--- config.mk ---
export PLATFORM = sky130hd
export DESIGN_NAME = in_order_commit_tracker
export DESIGN_NICKNAME = d
export VERILOG_FILES = /design/src/rtl/ioct_pkg.sv /design/src/rtl/ioct_entry_ram.sv /design/src/rtl/ioct_ctrl.sv /design/src/rtl/in_order_commit_tracker.sv
export SDC_FILE = /design/constraint.sdc
export NUM_CORES = 1
export LEC_CHECK = 0
export BUFFER_PORTS_ARGS = -buffer_cell sky130_fd_sc_hd__buf_2
export CORE_UTILIZATION = 62
export CTS_CLUSTER_SIZE = 24
export DETAILED_ROUTE_END_ITERATION = 16
export HOLD_SLACK_MARGIN = 0.02
export PLACE_DENSITY = 0.79
export SLEW_MARGIN = 20
export SYNTH_ARGS = -nofsm -noshare
export SYNTH_HDL_FRONTEND = slang
export SYNTH_SLANG_ARGS = --single-unit
--- constraint.sdc ---
create_clock -name clk_i -period 5.9 [get_ports clk_i]
set_clock_uncertainty 0.1 [all_clocks]
set_input_delay 0 -clock clk_i [delete_from_list [all_inputs] [get_ports clk_i]]
set_output_delay 0 -clock clk_i [all_outputs]
set_load 0.005 [all_outputs]
--- src/rtl/ioct_pkg.sv ---
// Shared constants for the in-order commit tracker: field widths, op and
// result-kind codes, and parameter defaults. No dependencies.
package ioct_pkg;

  // Field widths
  localparam int unsigned OP_W   = 2;
  localparam int unsigned SLOT_W = 4;
  localparam int unsigned CONN_W = 8;
  localparam int unsigned KIND_W = 3;
  localparam int unsigned SEQ_W  = 32;

  // Parameter defaults
  localparam int unsigned DEPTH_DEF       = 16;
  localparam int unsigned HANDLE_BITS_DEF = 8;

  // Request op codes
  localparam logic [OP_W-1:0] OP_CREATE   = 2'd0;
  localparam logic [OP_W-1:0] OP_COMPLETE = 2'd1;
  localparam logic [OP_W-1:0] OP_FORCE    = 2'd2;

  // Result kinds
  localparam logic [KIND_W-1:0] KIND_ALLOC    = 3'd0;
  localparam logic [KIND_W-1:0] KIND_COMMIT   = 3'd1;
  localparam logic [KIND_W-1:0] KIND_DEFER    = 3'd2;
  localparam logic [KIND_W-1:0] KIND_FULL     = 3'd3;
  localparam logic [KIND_W-1:0] KIND_BAD_SLOT = 3'd4;
  localparam logic [KIND_W-1:0] KIND_NONE     = 3'd5;

endpackage

--- src/rtl/ioct_entry_ram.sv ---
// Entry payload RAM: sequence number and connection handle per slot.
// One write port, one read port, registered read data. No dependencies.
module ioct_entry_ram #(
  parameter int unsigned DEPTH = 16,
  parameter int unsigned WIDTH = 40
) (
  input  logic                     clk_i,
  input  logic                     we_i,
  input  logic [$clog2(DEPTH)-1:0] waddr_i,
  input  logic [WIDTH-1:0]         wdata_i,
  input  logic [$clog2(DEPTH)-1:0] raddr_i,
  output logic [WIDTH-1:0]         rdata_o
);

  logic [WIDTH-1:0] mem [DEPTH];
  logic [WIDTH-1:0] rdata_q;

  // Write port
  always_ff @(posedge clk_i) begin
    if (we_i) begin
      mem[waddr_i] <= wdata_i;
    end
  end

  // Read port, registered
  always_ff @(posedge clk_i) begin
    rdata_q <= mem[raddr_i];
  end

  assign rdata_o = rdata_q;

endmodule

--- src/rtl/ioct_ctrl.sv ---
// Tracker sequencer: valid/ready flags, pointers, sequence counter, retire
// scan and the result register. Depends on ioct_pkg; drives ioct_entry_ram.
module ioct_ctrl
  import ioct_pkg::*;
#(
  parameter int unsigned DEPTH       = DEPTH_DEF,
  parameter int unsigned HANDLE_BITS = HANDLE_BITS_DEF,
  localparam int unsigned AW = $clog2(DEPTH),
  localparam int unsigned MW = SEQ_W + HANDLE_BITS
) (
  input  logic              clk_i,
  input  logic              rst_ni,
  // Request channel
  input  logic              in_valid_i,
  output logic              in_ready_o,
  input  logic [OP_W-1:0]   op_i,
  input  logic [SLOT_W-1:0] slot_i,
  input  logic [CONN_W-1:0] conn_handle_i,
  // Result channel
  output logic              out_valid_o,
  input  logic              out_ready_i,
  output logic [KIND_W-1:0] kind_o,
  output logic [SLOT_W-1:0] out_slot_o,
  output logic [SEQ_W-1:0]  out_seq_o,
  output logic [CONN_W-1:0] out_conn_o,
  output logic              last_o,
  // Entry RAM
  output logic              mem_we_o,
  output logic [AW-1:0]     mem_waddr_o,
  output logic [MW-1:0]     mem_wdata_o,
  output logic [AW-1:0]     mem_raddr_o,
  input  logic [MW-1:0]     mem_rdata_i
);

  localparam int unsigned CW = $clog2(DEPTH + 1);

  localparam logic [2:0] S_IDLE  = 3'd0;
  localparam logic [2:0] S_DEFER = 3'd1;
  localparam logic [2:0] S_SCAN  = 3'd2;
  localparam logic [2:0] S_EMIT  = 3'd3;
  localparam logic [2:0] S_FIN   = 3'd4;

  function automatic logic [AW-1:0] ptr_inc(input logic [AW-1:0] p);
    ptr_inc = (p == AW'(DEPTH - 1)) ? '0 : p + 1'b1;
  endfunction

  logic [2:0]             state_q, state_d;
  logic [DEPTH-1:0]       valid_q, valid_d;
  logic [DEPTH-1:0]       ready_q, ready_d;
  logic [AW-1:0]          head_q, head_d;
  logic [AW-1:0]          tail_q, tail_d;
  logic [CW-1:0]          occ_q, occ_d;
  logic [SEQ_W-1:0]       seq_q, seq_d;
  // Scan state
  logic [AW-1:0]          scan_q, scan_d;
  logic [CW-1:0]          cnt_q, cnt_d;
  logic                   force_q, force_d;
  logic                   found_q, found_d;
  logic [AW-1:0]          keep_q, keep_d;
  logic [AW-1:0]          slot_q, slot_d;
  // Staged commit, held until we know whether another one follows
  logic                   stg_valid_q, stg_valid_d;
  logic [AW-1:0]          stg_slot_q, stg_slot_d;
  logic [SEQ_W-1:0]       stg_seq_q, stg_seq_d;
  logic [HANDLE_BITS-1:0] stg_conn_q, stg_conn_d;
  // Result register
  logic                   out_valid_q;
  logic [KIND_W-1:0]      kind_q;
  logic [SLOT_W-1:0]      out_slot_q;
  logic [SEQ_W-1:0]       out_seq_q;
  logic [CONN_W-1:0]      out_conn_q;
  logic                   last_q;

  logic                   ld;
  logic [KIND_W-1:0]      ld_kind;
  logic [SLOT_W-1:0]      ld_slot;
  logic [SEQ_W-1:0]       ld_seq;
  logic [CONN_W-1:0]      ld_conn;
  logic                   ld_last;

  logic                   out_free;
  logic [AW-1:0]          slot_idx;
  logic                   slot_ok;
  logic [HANDLE_BITS-1:0] conn_m;
  logic [SEQ_W-1:0]       seq_nxt;
  logic [CW-1:0]          span;
  logic [SEQ_W-1:0]       rd_seq;
  logic [HANDLE_BITS-1:0] rd_conn;

  assign out_free = !out_valid_q || out_ready_i;
  assign slot_idx = AW'(slot_i);
  assign slot_ok  = (32'(slot_i) < DEPTH);
  assign conn_m   = HANDLE_BITS'(conn_handle_i);
  assign seq_nxt  = seq_q + 1'b1;
  assign rd_seq   = mem_rdata_i[MW-1 -: SEQ_W];
  assign rd_conn  = mem_rdata_i[HANDLE_BITS-1:0];

  // Number of slot positions from head to tail
  always_comb begin
    if (occ_q == '0) begin
      span = '0;
    end else if (head_q == tail_q) begin
      span = CW'(DEPTH);
    end else if (tail_q >= head_q) begin
      span = CW'(tail_q) - CW'(head_q);
    end else begin
      span = CW'(tail_q) + CW'(DEPTH) - CW'(head_q);
    end
  end

  // Sequencer
  always_comb begin
    state_d     = state_q;
    valid_d     = valid_q;
    ready_d     = ready_q;
    head_d      = head_q;
    tail_d      = tail_q;
    occ_d       = occ_q;
    seq_d       = seq_q;
    scan_d      = scan_q;
    cnt_d       = cnt_q;
    force_d     = force_q;
    found_d     = found_q;
    keep_d      = keep_q;
    slot_d      = slot_q;
    stg_valid_d = stg_valid_q;
    stg_slot_d  = stg_slot_q;
    stg_seq_d   = stg_seq_q;
    stg_conn_d  = stg_conn_q;
    in_ready_o  = 1'b0;
    mem_we_o    = 1'b0;
    mem_waddr_o = tail_q;
    mem_wdata_o = {seq_nxt, conn_m};
    mem_raddr_o = scan_q;
    ld          = 1'b0;
    ld_kind     = KIND_NONE;
    ld_slot     = '0;
    ld_seq      = '0;
    ld_conn     = '0;
    ld_last     = 1'b1;

    case (state_q)
      S_IDLE: begin
        in_ready_o  = out_free;
        mem_raddr_o = slot_idx;
        if (in_valid_i && out_free) begin
          case (op_i)
            OP_CREATE: begin
              ld = 1'b1;
              if (occ_q != '0 && head_q == tail_q) begin
                ld_kind = KIND_FULL;
              end else begin
                mem_we_o        = 1'b1;
                seq_d           = seq_nxt;
                valid_d[tail_q] = 1'b1;
                ready_d[tail_q] = 1'b0;
                occ_d           = occ_q + 1'b1;
                tail_d          = ptr_inc(tail_q);
                ld_kind         = KIND_ALLOC;
                ld_slot         = SLOT_W'(tail_q);
                ld_seq          = seq_nxt;
                ld_conn         = CONN_W'(conn_m);
              end
            end
            OP_COMPLETE: begin
              if (!slot_ok || !valid_q[slot_idx]) begin
                ld      = 1'b1;
                ld_kind = KIND_BAD_SLOT;
                ld_slot = slot_i;
              end else begin
                ready_d[slot_idx] = 1'b1;
                if (slot_idx != head_q) begin
                  slot_d  = slot_idx;
                  state_d = S_DEFER;
                end else begin
                  scan_d      = head_q;
                  cnt_d       = span;
                  force_d     = 1'b0;
                  found_d     = 1'b0;
                  stg_valid_d = 1'b0;
                  state_d     = S_SCAN;
                end
              end
            end
            OP_FORCE: begin
              scan_d      = head_q;
              cnt_d       = span;
              force_d     = 1'b1;
              found_d     = 1'b0;
              stg_valid_d = 1'b0;
              state_d     = S_SCAN;
            end
            default: begin
              // unknown op: accepted, no result
            end
          endcase
        end
      end

      // Deferred completion: payload read lands in the cycle after accept
      S_DEFER: begin
        mem_raddr_o = slot_q;
        if (out_free) begin
          ld      = 1'b1;
          ld_kind = KIND_DEFER;
          ld_slot = SLOT_W'(slot_q);
          ld_seq  = rd_seq;
          ld_conn = CONN_W'(rd_conn);
          state_d = S_IDLE;
        end
      end

      // Look at one position of the span per cycle; a ready entry first goes through S_EMIT
      S_SCAN: begin
        if (cnt_q == '0) begin
          state_d = S_FIN;
        end else if (!valid_q[scan_q]) begin
          scan_d = ptr_inc(scan_q);
          cnt_d  = cnt_q - 1'b1;
        end else if (!ready_q[scan_q]) begin
          if (!found_q) begin
            found_d = 1'b1;
            keep_d  = scan_q;
          end
          if (force_q) begin
            scan_d = ptr_inc(scan_q);
            cnt_d  = cnt_q - 1'b1;
          end else begin
            state_d = S_FIN;
          end
        end else begin
          state_d = S_EMIT;
        end
      end

      // Retire the entry at scan_q; push any earlier staged commit out
      S_EMIT: begin
        if (!stg_valid_q || out_free) begin
          if (stg_valid_q) begin
            ld      = 1'b1;
            ld_kind = KIND_COMMIT;
            ld_slot = SLOT_W'(stg_slot_q);
            ld_seq  = stg_seq_q;
            ld_conn = CONN_W'(stg_conn_q);
            ld_last = 1'b0;
          end
          stg_valid_d     = 1'b1;
          stg_slot_d      = scan_q;
          stg_seq_d       = rd_seq;
          stg_conn_d      = rd_conn;
          valid_d[scan_q] = 1'b0;
          ready_d[scan_q] = 1'b0;
          occ_d           = occ_q - 1'b1;
          scan_d          = ptr_inc(scan_q);
          cnt_d           = cnt_q - 1'b1;
          state_d         = S_SCAN;
        end
      end

      // Final result and head settle
      S_FIN: begin
        if (out_free) begin
          ld = 1'b1;
          if (stg_valid_q) begin
            ld_kind = KIND_COMMIT;
            ld_slot = SLOT_W'(stg_slot_q);
            ld_seq  = stg_seq_q;
            ld_conn = CONN_W'(stg_conn_q);
          end else begin
            ld_kind = KIND_NONE;
          end
          stg_valid_d = 1'b0;
          head_d      = (occ_q == '0) ? tail_q : keep_q;
          state_d     = S_IDLE;
        end
      end

      default: begin
        state_d = S_IDLE;
      end
    endcase
  end

  // Control state
  always_ff @(posedge clk_i or negedge rst_ni) begin
    if (!rst_ni) begin
      state_q     <= S_IDLE;
      valid_q     <= '0;
      ready_q     <= '0;
      head_q      <= '0;
      tail_q      <= '0;
      occ_q       <= '0;
      seq_q       <= '0;
      stg_valid_q <= 1'b0;
      out_valid_q <= 1'b0;
    end else begin
      state_q     <= state_d;
      valid_q     <= valid_d;
      ready_q     <= ready_d;
      head_q      <= head_d;
      tail_q      <= tail_d;
      occ_q       <= occ_d;
      seq_q       <= seq_d;
      stg_valid_q <= stg_valid_d;
      if (ld) begin
        out_valid_q <= 1'b1;
      end else if (out_ready_i) begin
        out_valid_q <= 1'b0;
      end
    end
  end

  // Payload registers
  always_ff @(posedge clk_i) begin
    scan_q     <= scan_d;
    cnt_q      <= cnt_d;
    force_q    <= force_d;
    found_q    <= found_d;
    keep_q     <= keep_d;
    slot_q     <= slot_d;
    stg_slot_q <= stg_slot_d;
    stg_seq_q  <= stg_seq_d;
    stg_conn_q <= stg_conn_d;
    if (ld) begin
      kind_q     <= ld_kind;
      out_slot_q <= ld_slot;
      out_seq_q  <= ld_seq;
      out_conn_q <= ld_conn;
      last_q     <= ld_last;
    end
  end

  assign out_valid_o = out_valid_q;
  assign kind_o      = kind_q;
  assign out_slot_o  = out_slot_q;
  assign out_seq_o   = out_seq_q;
  assign out_conn_o  = out_conn_q;
  assign last_o      = last_q;

endmodule

--- src/rtl/in_order_commit_tracker.sv ---
// In-order commit tracker (reorder buffer with in-order retire). A create
// request takes the tail slot and answers with its slot and sequence number
// (starting at 1); a complete request marks a slot ready and either answers
// deferred or retires the ready run at the head; a force request retires
// every ready entry in age order. The results of one request come out in
// order, the final one with last set. An unknown request is accepted and
// answers nothing. A retire request scans the live span one slot position
// per cycle, apart from a pass through S_EMIT for each retired entry to
// read its payload from the entry RAM, and waits on result back-pressure.
// Depends on ioct_pkg, ioct_ctrl and ioct_entry_ram.
module in_order_commit_tracker
  import ioct_pkg::*;
#(
  parameter int unsigned DEPTH       = DEPTH_DEF,
  parameter int unsigned HANDLE_BITS = HANDLE_BITS_DEF
) (
  input  logic              clk_i,
  input  logic              rst_ni,
  input  logic              in_valid_i,
  output logic              in_ready_o,
  input  logic [OP_W-1:0]   op_i,
  input  logic [SLOT_W-1:0] slot_i,
  input  logic [CONN_W-1:0] conn_handle_i,
  output logic              out_valid_o,
  input  logic              out_ready_i,
  output logic [KIND_W-1:0] kind_o,
  output logic [SLOT_W-1:0] out_slot_o,
  output logic [SEQ_W-1:0]  out_seq_o,
  output logic [CONN_W-1:0] out_conn_o,
  output logic              last_o
);

  localparam int unsigned AW = $clog2(DEPTH);
  localparam int unsigned MW = SEQ_W + HANDLE_BITS;

  logic          mem_we;
  logic [AW-1:0] mem_waddr;
  logic [MW-1:0] mem_wdata;
  logic [AW-1:0] mem_raddr;
  logic [MW-1:0] mem_rdata;

  // Sequencer and flags
  ioct_ctrl #(
    .DEPTH       (DEPTH),
    .HANDLE_BITS (HANDLE_BITS)
  ) u_ctrl (
    .clk_i         (clk_i),
    .rst_ni        (rst_ni),
    .in_valid_i    (in_valid_i),
    .in_ready_o    (in_ready_o),
    .op_i          (op_i),
    .slot_i        (slot_i),
    .conn_handle_i (conn_handle_i),
    .out_valid_o   (out_valid_o),
    .out_ready_i   (out_ready_i),
    .kind_o        (kind_o),
    .out_slot_o    (out_slot_o),
    .out_seq_o     (out_seq_o),
    .out_conn_o    (out_conn_o),
    .last_o        (last_o),
    .mem_we_o      (mem_we),
    .mem_waddr_o   (mem_waddr),
    .mem_wdata_o   (mem_wdata),
    .mem_raddr_o   (mem_raddr),
    .mem_rdata_i   (mem_rdata)
  );

  // Entry payload storage
  ioct_entry_ram #(
    .DEPTH (DEPTH),
    .WIDTH (MW)
  ) u_entry_ram (
    .clk_i   (clk_i),
    .we_i    (mem_we),
    .waddr_i (mem_waddr),
    .wdata_i (mem_wdata),
    .raddr_i (mem_raddr),
    .rdata_o (mem_rdata)
  );

endmodule

# ---- After elaboration in Yosys (flattened, before gate mapping)
# Memory sizes are Yosys's and may differ from the RTL's. A register that Yosys moved wholly into a read port is not among the register bits.
# Cells that the tools add are included.
dict set report word_totals {
  ff_bits 193
  ramBits 640
  inputBits 18
  output_inout_bits 50
  word_cells 243
  n_memories 1
}
# memory words width read_ports rd_ports_with_merged_regs wr line_no
set mem_list {}
lappend mem_list {u_entry_ram.mem 16 40 1 1 1 ioct_entry_ram.sv:15} ;# logic [WIDTH-1:0] mem [DEPTH];
dict set report op_classes {
  add_sub_neg 9
  order_cmp 7
  n_eq_ne 30
  muxes 129
  n_bitwise 11
  reduce_logical 33
}
# op count
set op_table {}
lappend op_table {{32-bit 2-to-1 mux} 7}
lappend op_table {{16-bit 2-to-1 mux} 8}
lappend op_table {{32-bit case mux with 4 select lines} 1}
lappend op_table {{16-bit case mux with 2 select lines} 3}
lappend op_table {{5-bit 2-to-1 mux} 15}
lappend op_table {{4-bit 2-to-1 mux} 18}
lappend op_table {{8-bit 2-to-1 mux} 7}
lappend op_table {{16-bit bitwise AND} 3}
lappend op_table {{3-bit 2-to-1 mux} 13}
lappend op_table {{32-bit by 1-bit adder with 32-bit output, second input constant} 1}
lappend op_table {{16-bit inverter} 2}
lappend op_table {{16-bit OR} 2}
lappend op_table {{8-bit case mux with 4 select lines} 1}
lappend op_table {{1-bit 2-to-1 mux} 30}
lappend op_table {{3-bit case mux with 4 select lines} 2}
lappend op_table {{4-bit case mux with 2 select lines} 3}
lappend op_table {{5-bit case mux with 2 select lines} 2}
lappend op_table {{5-bit AND reduction} 4}
lappend op_table {{4-bit case mux with 4 select lines} 1}
lappend op_table {{4-bit by 5-bit less-than comparator with 1-bit output, second input constant} 3}
lappend op_table {{3-bit != test, second input constant} 5}
lappend op_table {{5-bit case mux with 3 select lines} 1}
lappend op_table {{7-bit AND reduction} 2}
lappend op_table {{1-bit binary-select mux with 4-bit select} 3}
lappend op_table {{43 further kinds} 82}

# ---- Logic depth before layout (Yosys ltp)
dict set report depth {
  word_depth 10
  ltp_mapped 10
  depth_no_buf 8
}

# ---- By module
# From an unflattened synthesis, not the netlist that was laid out.
dict set report unflattened {
  cells_unflattened 1922
  area_unflattened_um2 35173.7
}
# mod instances cells_per_inst area_each_um2 seq_area_each_um2
set by_module_without_submodules {}
lappend by_module_without_submodules {ioct_entry_ram 1 1040 25131.6 20019.2}
lappend by_module_without_submodules {ioct_ctrl 1 882 10042.1 5385.2}

# ---- Worst setup path after synthesis
# No wires, ideal clock.
dict set report synth_timing {
  path_type {reg-to-reg}
  startpoint {register u_ctrl.state_q[0]}
  endpoint {register u_ctrl.kind_q[0], in the netlist u_ctrl.kind_o[0] (enable)}
  setup_time_ns 0.520
  arrival_ns 4.562
  t_required_ns 5.280
  setup_slack_ns 0.718
  path_stages_with_launch 6
  n_path_buf 2
  synth_period_minus_slack_ns 5.182
  cell_sequence {dfrtp_1 > buf_2 > buf_1 > o21ai_0 > o21a_1 > o21ai_0}
}
dict set report synth_via {
  elab_chain_len 3
  elab_cells_between_ends 6
  cone_classes {eq/ne (3); mux (1); reduce/logical (2)}
}
# item line_no
set synth_rtl {}
lappend synth_rtl {{start, declared} ioct_ctrl.sv:47} ;# logic [2:0] state_q, state_d;
lappend synth_rtl {{start signal, assigned} ioct_ctrl.sv:297} ;# state_q <= state_d;
lappend synth_rtl {{3-bit by 1-bit equality test with 1-bit output / 3-bit equality test (equally long branches)} ioct_ctrl.sv:142} ;# case (state_q)
lappend synth_rtl {{2-bit OR reduction (no source line)} --}
lappend synth_rtl {{1-bit case mux with 3 select lines (*)} ioct_ctrl.sv:142}
lappend synth_rtl {{net u_ctrl.ld} ioct_ctrl.sv:74} ;# logic ld;
lappend synth_rtl {{end signal, assigned} ioct_ctrl.sv:325} ;# kind_q <= ld_kind;
lappend synth_rtl {{end, declared} ioct_ctrl.sv:68} ;# logic [KIND_W-1:0] kind_q;
# Mark *: on every way through the listed nets, which the timed path passes. The rest lies on a longest branch.
# A chain may end at the register's enable or synchronous reset.

# ---- Worst setup path after layout
dict set report layout_timing {
  startpoint {register u_ctrl.tail_q[0], in the netlist u_ctrl.mem_waddr_o[0]}
  endpoint {memory u_entry_ram.mem[3][14] (enable)}
}
dict set report layout_via {
  elab_chain_len 8
}
# item line_no
set layout_rtl {}
lappend layout_rtl {{start, declared} ioct_ctrl.sv:51} ;# logic [AW-1:0] tail_q, tail_d;
lappend layout_rtl {{start signal, assigned} ioct_ctrl.sv:301} ;# tail_q <= tail_d;
lappend layout_rtl {{4-bit equality test} ioct_ctrl.sv:150} ;# if (occ_q != '0 && head_q == tail_q) begin
lappend layout_rtl {{1-bit logical AND} ioct_ctrl.sv:150}
lappend layout_rtl {{1-bit 2-to-1 mux} ioct_ctrl.sv:150}
lappend layout_rtl {{1-bit 2-to-1 mux} ioct_ctrl.sv:147} ;# case (op_i)
lappend layout_rtl {{1-bit 2-to-1 mux} ioct_ctrl.sv:146} ;# if (in_valid_i && out_free) begin
lappend layout_rtl {{1-bit 2-to-1 mux} ioct_ctrl.sv:142}
lappend layout_rtl {{1-bit 2-to-1 mux} ioct_entry_ram.sv:20} ;# if (we_i) begin
lappend layout_rtl {{1-bit 2-to-1 mux (implied by the code)} ioct_entry_ram.sv:21} ;# mem[waddr_i] <= wdata_i;
lappend layout_rtl {{end, declared} ioct_entry_ram.sv:15}
# Several ways; a longest one is shown, not always the timed one.

==> results by group <==
Run status
  – Outcome: finished, final reports clean

Critical path
  – Slowest library cell on the worst path: and3_2
  – Max stage delay on crit path: 980 ps
  – CP Cell Sequence: inv_1 -> ha_1 -> and4_1 -> o21ai_1 -> and3_4 -> and3_2 -> buf_4
  – Crit path max fanout: 53
  – CP startpoint kind: register
  – WP data required: 6120 ps
  – Crit path DAT: 4240 ps
  – Worst setup path class: reg -> reg
  – Crit. End Element: register

Global route
  – Remaining Overflow, GRT: 0
  – Largest net degree at the start of global routing: 86
  – First-pass GRT wire length: 120 mm
  – Vias in the first global route: 19369
  – GRT Total Usage: 28.8%
  – Initial antenna violation count: 1

STA
  – Minimum clock period: 4010 ps
  – Final Hold Vio Count: 0
  – Fin crit share: 68.0%
  – Hold slack final: 222 ps
  – Final setup TNS: 0 ps
  – Least-Margin Pin Slew: 1120 ps
  – Setup violators final: 0
  – Fmax: 0.249 GHz
  – Pins over their slew limit: 0
  – Rel. slew slack: 24.8%
  – RSZ-0062 raised after global routing: no

Clock network
  – Post-CTS Hold Fix Bufs: 19
  – CTS tree: done
  – Clk Latency, worst-skew pair: 640 ps
  – # resized after CTS: 0
  – Clock root cell: clkbuf_16
  – TritonCTS Sinks: 873
  – H-tree depth: 3
  – Num CTS Buffers: 85
  – Clk slew on worst S/H paths: 60 ps
  – CTS max path bufs: 3
  – Post-CTS setup buffers: 0

Drt
  – DRT Pass-1 Iters: 8
  – Post-route ant nets: 0
  – Routed vias/inst: 6.62
  – Via count: 18765
  – Routed WL: 80.4 mm
  – DR iter-0 viols: 1963
  – Wire per inst: 28.4 µm
  – Residual DRC count: 0

Placement
  – IO Port Bufs: 67
  – DP HPWL: 46.6 mm
  – Routability cong.: 0.906
  – Placed cell count: 2655

Flow run
  – Number of max-cap violations: 0

Yosys
  – Synth warn: 0
  – Async set-reset flop share out of synthesis: 9.39%
  – Post-synthesis cell type count: 67
  – Mapped Avg Cell Area: 18.5 µm²
  – Sequential share of the synthesized area: 72.0%
  – Syn Nets: 1944
  – Synthesized cell area: 35300 µm²
  – Flop and latch count out of synthesis: 873
  – Post-Synthesis Cells: 1903
  – Post-synth EDFFs: 751
  – Main flop type after synthesis: edfxtp_1

Die
  – Initial Utilization: 62.7%
  – DIE HEIGHT: 241 µm
  – Core area: 56300 µm²
  – IO Pins: 68
  – FP Rows: 87
  – Chip width: 241 µm
  – Die Area: 57900 µm²

Layout
  – Nets: 2047
  – Area Overhead vs Synth: 12.4%
  – Antenna diodes: 0
  – Sequential Area: 25400 µm²
  – Layout cells sized above 1: 21.8%
  – Area occupied by multi-input gates: 9560 µm²
  – Non-Filler Instances: 2833
  – FILL cells: 3375

Power and ir drop
  – PwrDens: 480 nW/µm²
  – LEAKAGE: 13.7 nW
  – VDD IR max: 0.478 mV

Worst hold path
  – Worst hold path class: in -> reg
[state kept, by name (all words and copies together), names as in the netlist, 5 cells and up]
register and cells:
u_ctrl.seq_q 32, u_ctrl.stg_seq_q 32, u_ctrl.stg_conn_q 8, u_entry_ram.mem 640, u_ctrl.out_seq_o 32, u_entry_ram.rdata_o 40
u_ctrl.valid_q 16, u_ctrl.occ_q 5, u_ctrl.cnt_q 5, u_ctrl.out_conn_o 8, u_ctrl.ready_q 16
[critical path, delay by kind of cell, from the launching register on]
family	cells	cell delay (ps)
AND/OR/NAND/NOR	3	1990
buffers and inverters	2	470
AO/OA/AOI/OAI	1	320
flip-flops	1	480
adder cells (fa/ha/maj)	1	320
[worst paths after layout]
kind                                                   start                          endpoint  slack (ps)  depth (start not counted)
setup / recovery           u_ctrl.mem_waddr_o[0]$_DFFE_PN0P_  u_entry_ram.mem[3][14]$_DFFE_PP_        1890                          7
max in group asynchronous                             rst_ni       u_ctrl.seq_q[2]$_DFFE_PN0P_        4700                          3
min in group asynchronous                             rst_ni      u_ctrl.seq_q[11]$_DFFE_PN0P_         450                          3
hold reg to reg              u_entry_ram.rdata_o[22]$_DFF_P_    u_ctrl.stg_seq_q[14]$_DFFE_PP_         330                          0
hold / removal                              conn_handle_i[4]   u_entry_ram.mem[7][4]$_DFFE_PP_         220                          2
setup reg to reg           u_ctrl.mem_waddr_o[0]$_DFFE_PN0P_  u_entry_ram.mem[3][14]$_DFFE_PP_        1890                          7
[power breakdown]
| group | total [mW] | switching, mW | internal (mW) |
|---|---|---|---|
| combinational | 5.81 | 3.33 | 2.48 |
| clock | 5.37 | 2.35 | 3.02 |
| sequential | 7.88 | 0.412 | 7.46 |
| total | 19.1 | 6.09 | 13.0 |
[through the flow]
stage	worst slack (ps)	utilization, %	power, mW	instance area (µm²)
6_report	1890	70.5	19.1	39700
5_1_grt	1670	70.5	19.7	39700
4_1_cts	1630	70.4	19.1	39600
3_5_place_dp	1650	65.2	13.7	36700
3_3_place_gp	1770	65.0	13.6	36600
2_1_floorplan	718	-	12.1	35300
[final cells by class]
type                       count  share of cell area, %
sequential                   873                   64.0
timing repair buffer         120                   2.19
clock buffer                 105                   5.60
clock inverter                53                   1.33
tap                          756                   2.38
inverter                      40                  0.378
multi-input combinational    886                   24.1
[layout by cell type, fill, tap and decap left out, types with 24 or more instances in the layout]
master,count
buf_2,66
a21o_1,27
clkbuf_16,86
mux4_2,168
a22o_1,28
mux2i_1,147
xnor2_1,34
dfrtp_1,82
nand2_1,59
a21oi_1,26
inv_1,38
dfxtp_1,40
nor2_1,50
xor2_1,24
buf_4,26
edfxtp_1,751
[synth_stat cells (all sizes together), types with 28 or more instances]
library cell / number / share of area, %
mux4: 168 / 11
inv: 38 / 0.40
dfxtp: 40 / 2.3
a22o: 28 / 0.69
buf: 51 / 0.86
dfrtp: 82 / 5.8
xnor2: 52 / 1.3
nor2: 50 / 0.53
a21oi: 29 / 0.41
clkbuf: 53 / 0.57
mux2i: 148 / 4.2
edfxtp: 751 / 64
nand2: 59 / 0.63
[metal layers]
| layer | routed length [µm] | track usage [%] | part of all wire [%] |
|---|---|---|---|
| met4 | 3150 | 11.9 | 3.9 |
| met1 | 30000 | 37.0 | 37 |
| met2 | 40700 | 48.0 | 51 |
| met5 | 13 | 0 | 0.016 |
| met3 | 6500 | 6.22 | 8.1 |
[logic make-up after synthesis]
| kind of cell | after synthesis | share of synthesized area [%] |
|---|---|---|
| xor+xnor | 77 | 1.91 |
| fa+ha+maj | 23 | 0.858 |
| mux | 321 | 15.1 |
| buf+inv | 144 | 1.85 |
| flops | 873 | 72.0 |
| compound gates | 211 | 4.57 |
| simple gates | 254 | 3.73 |
Note: power is estimated with default switching activity, not from simulation.
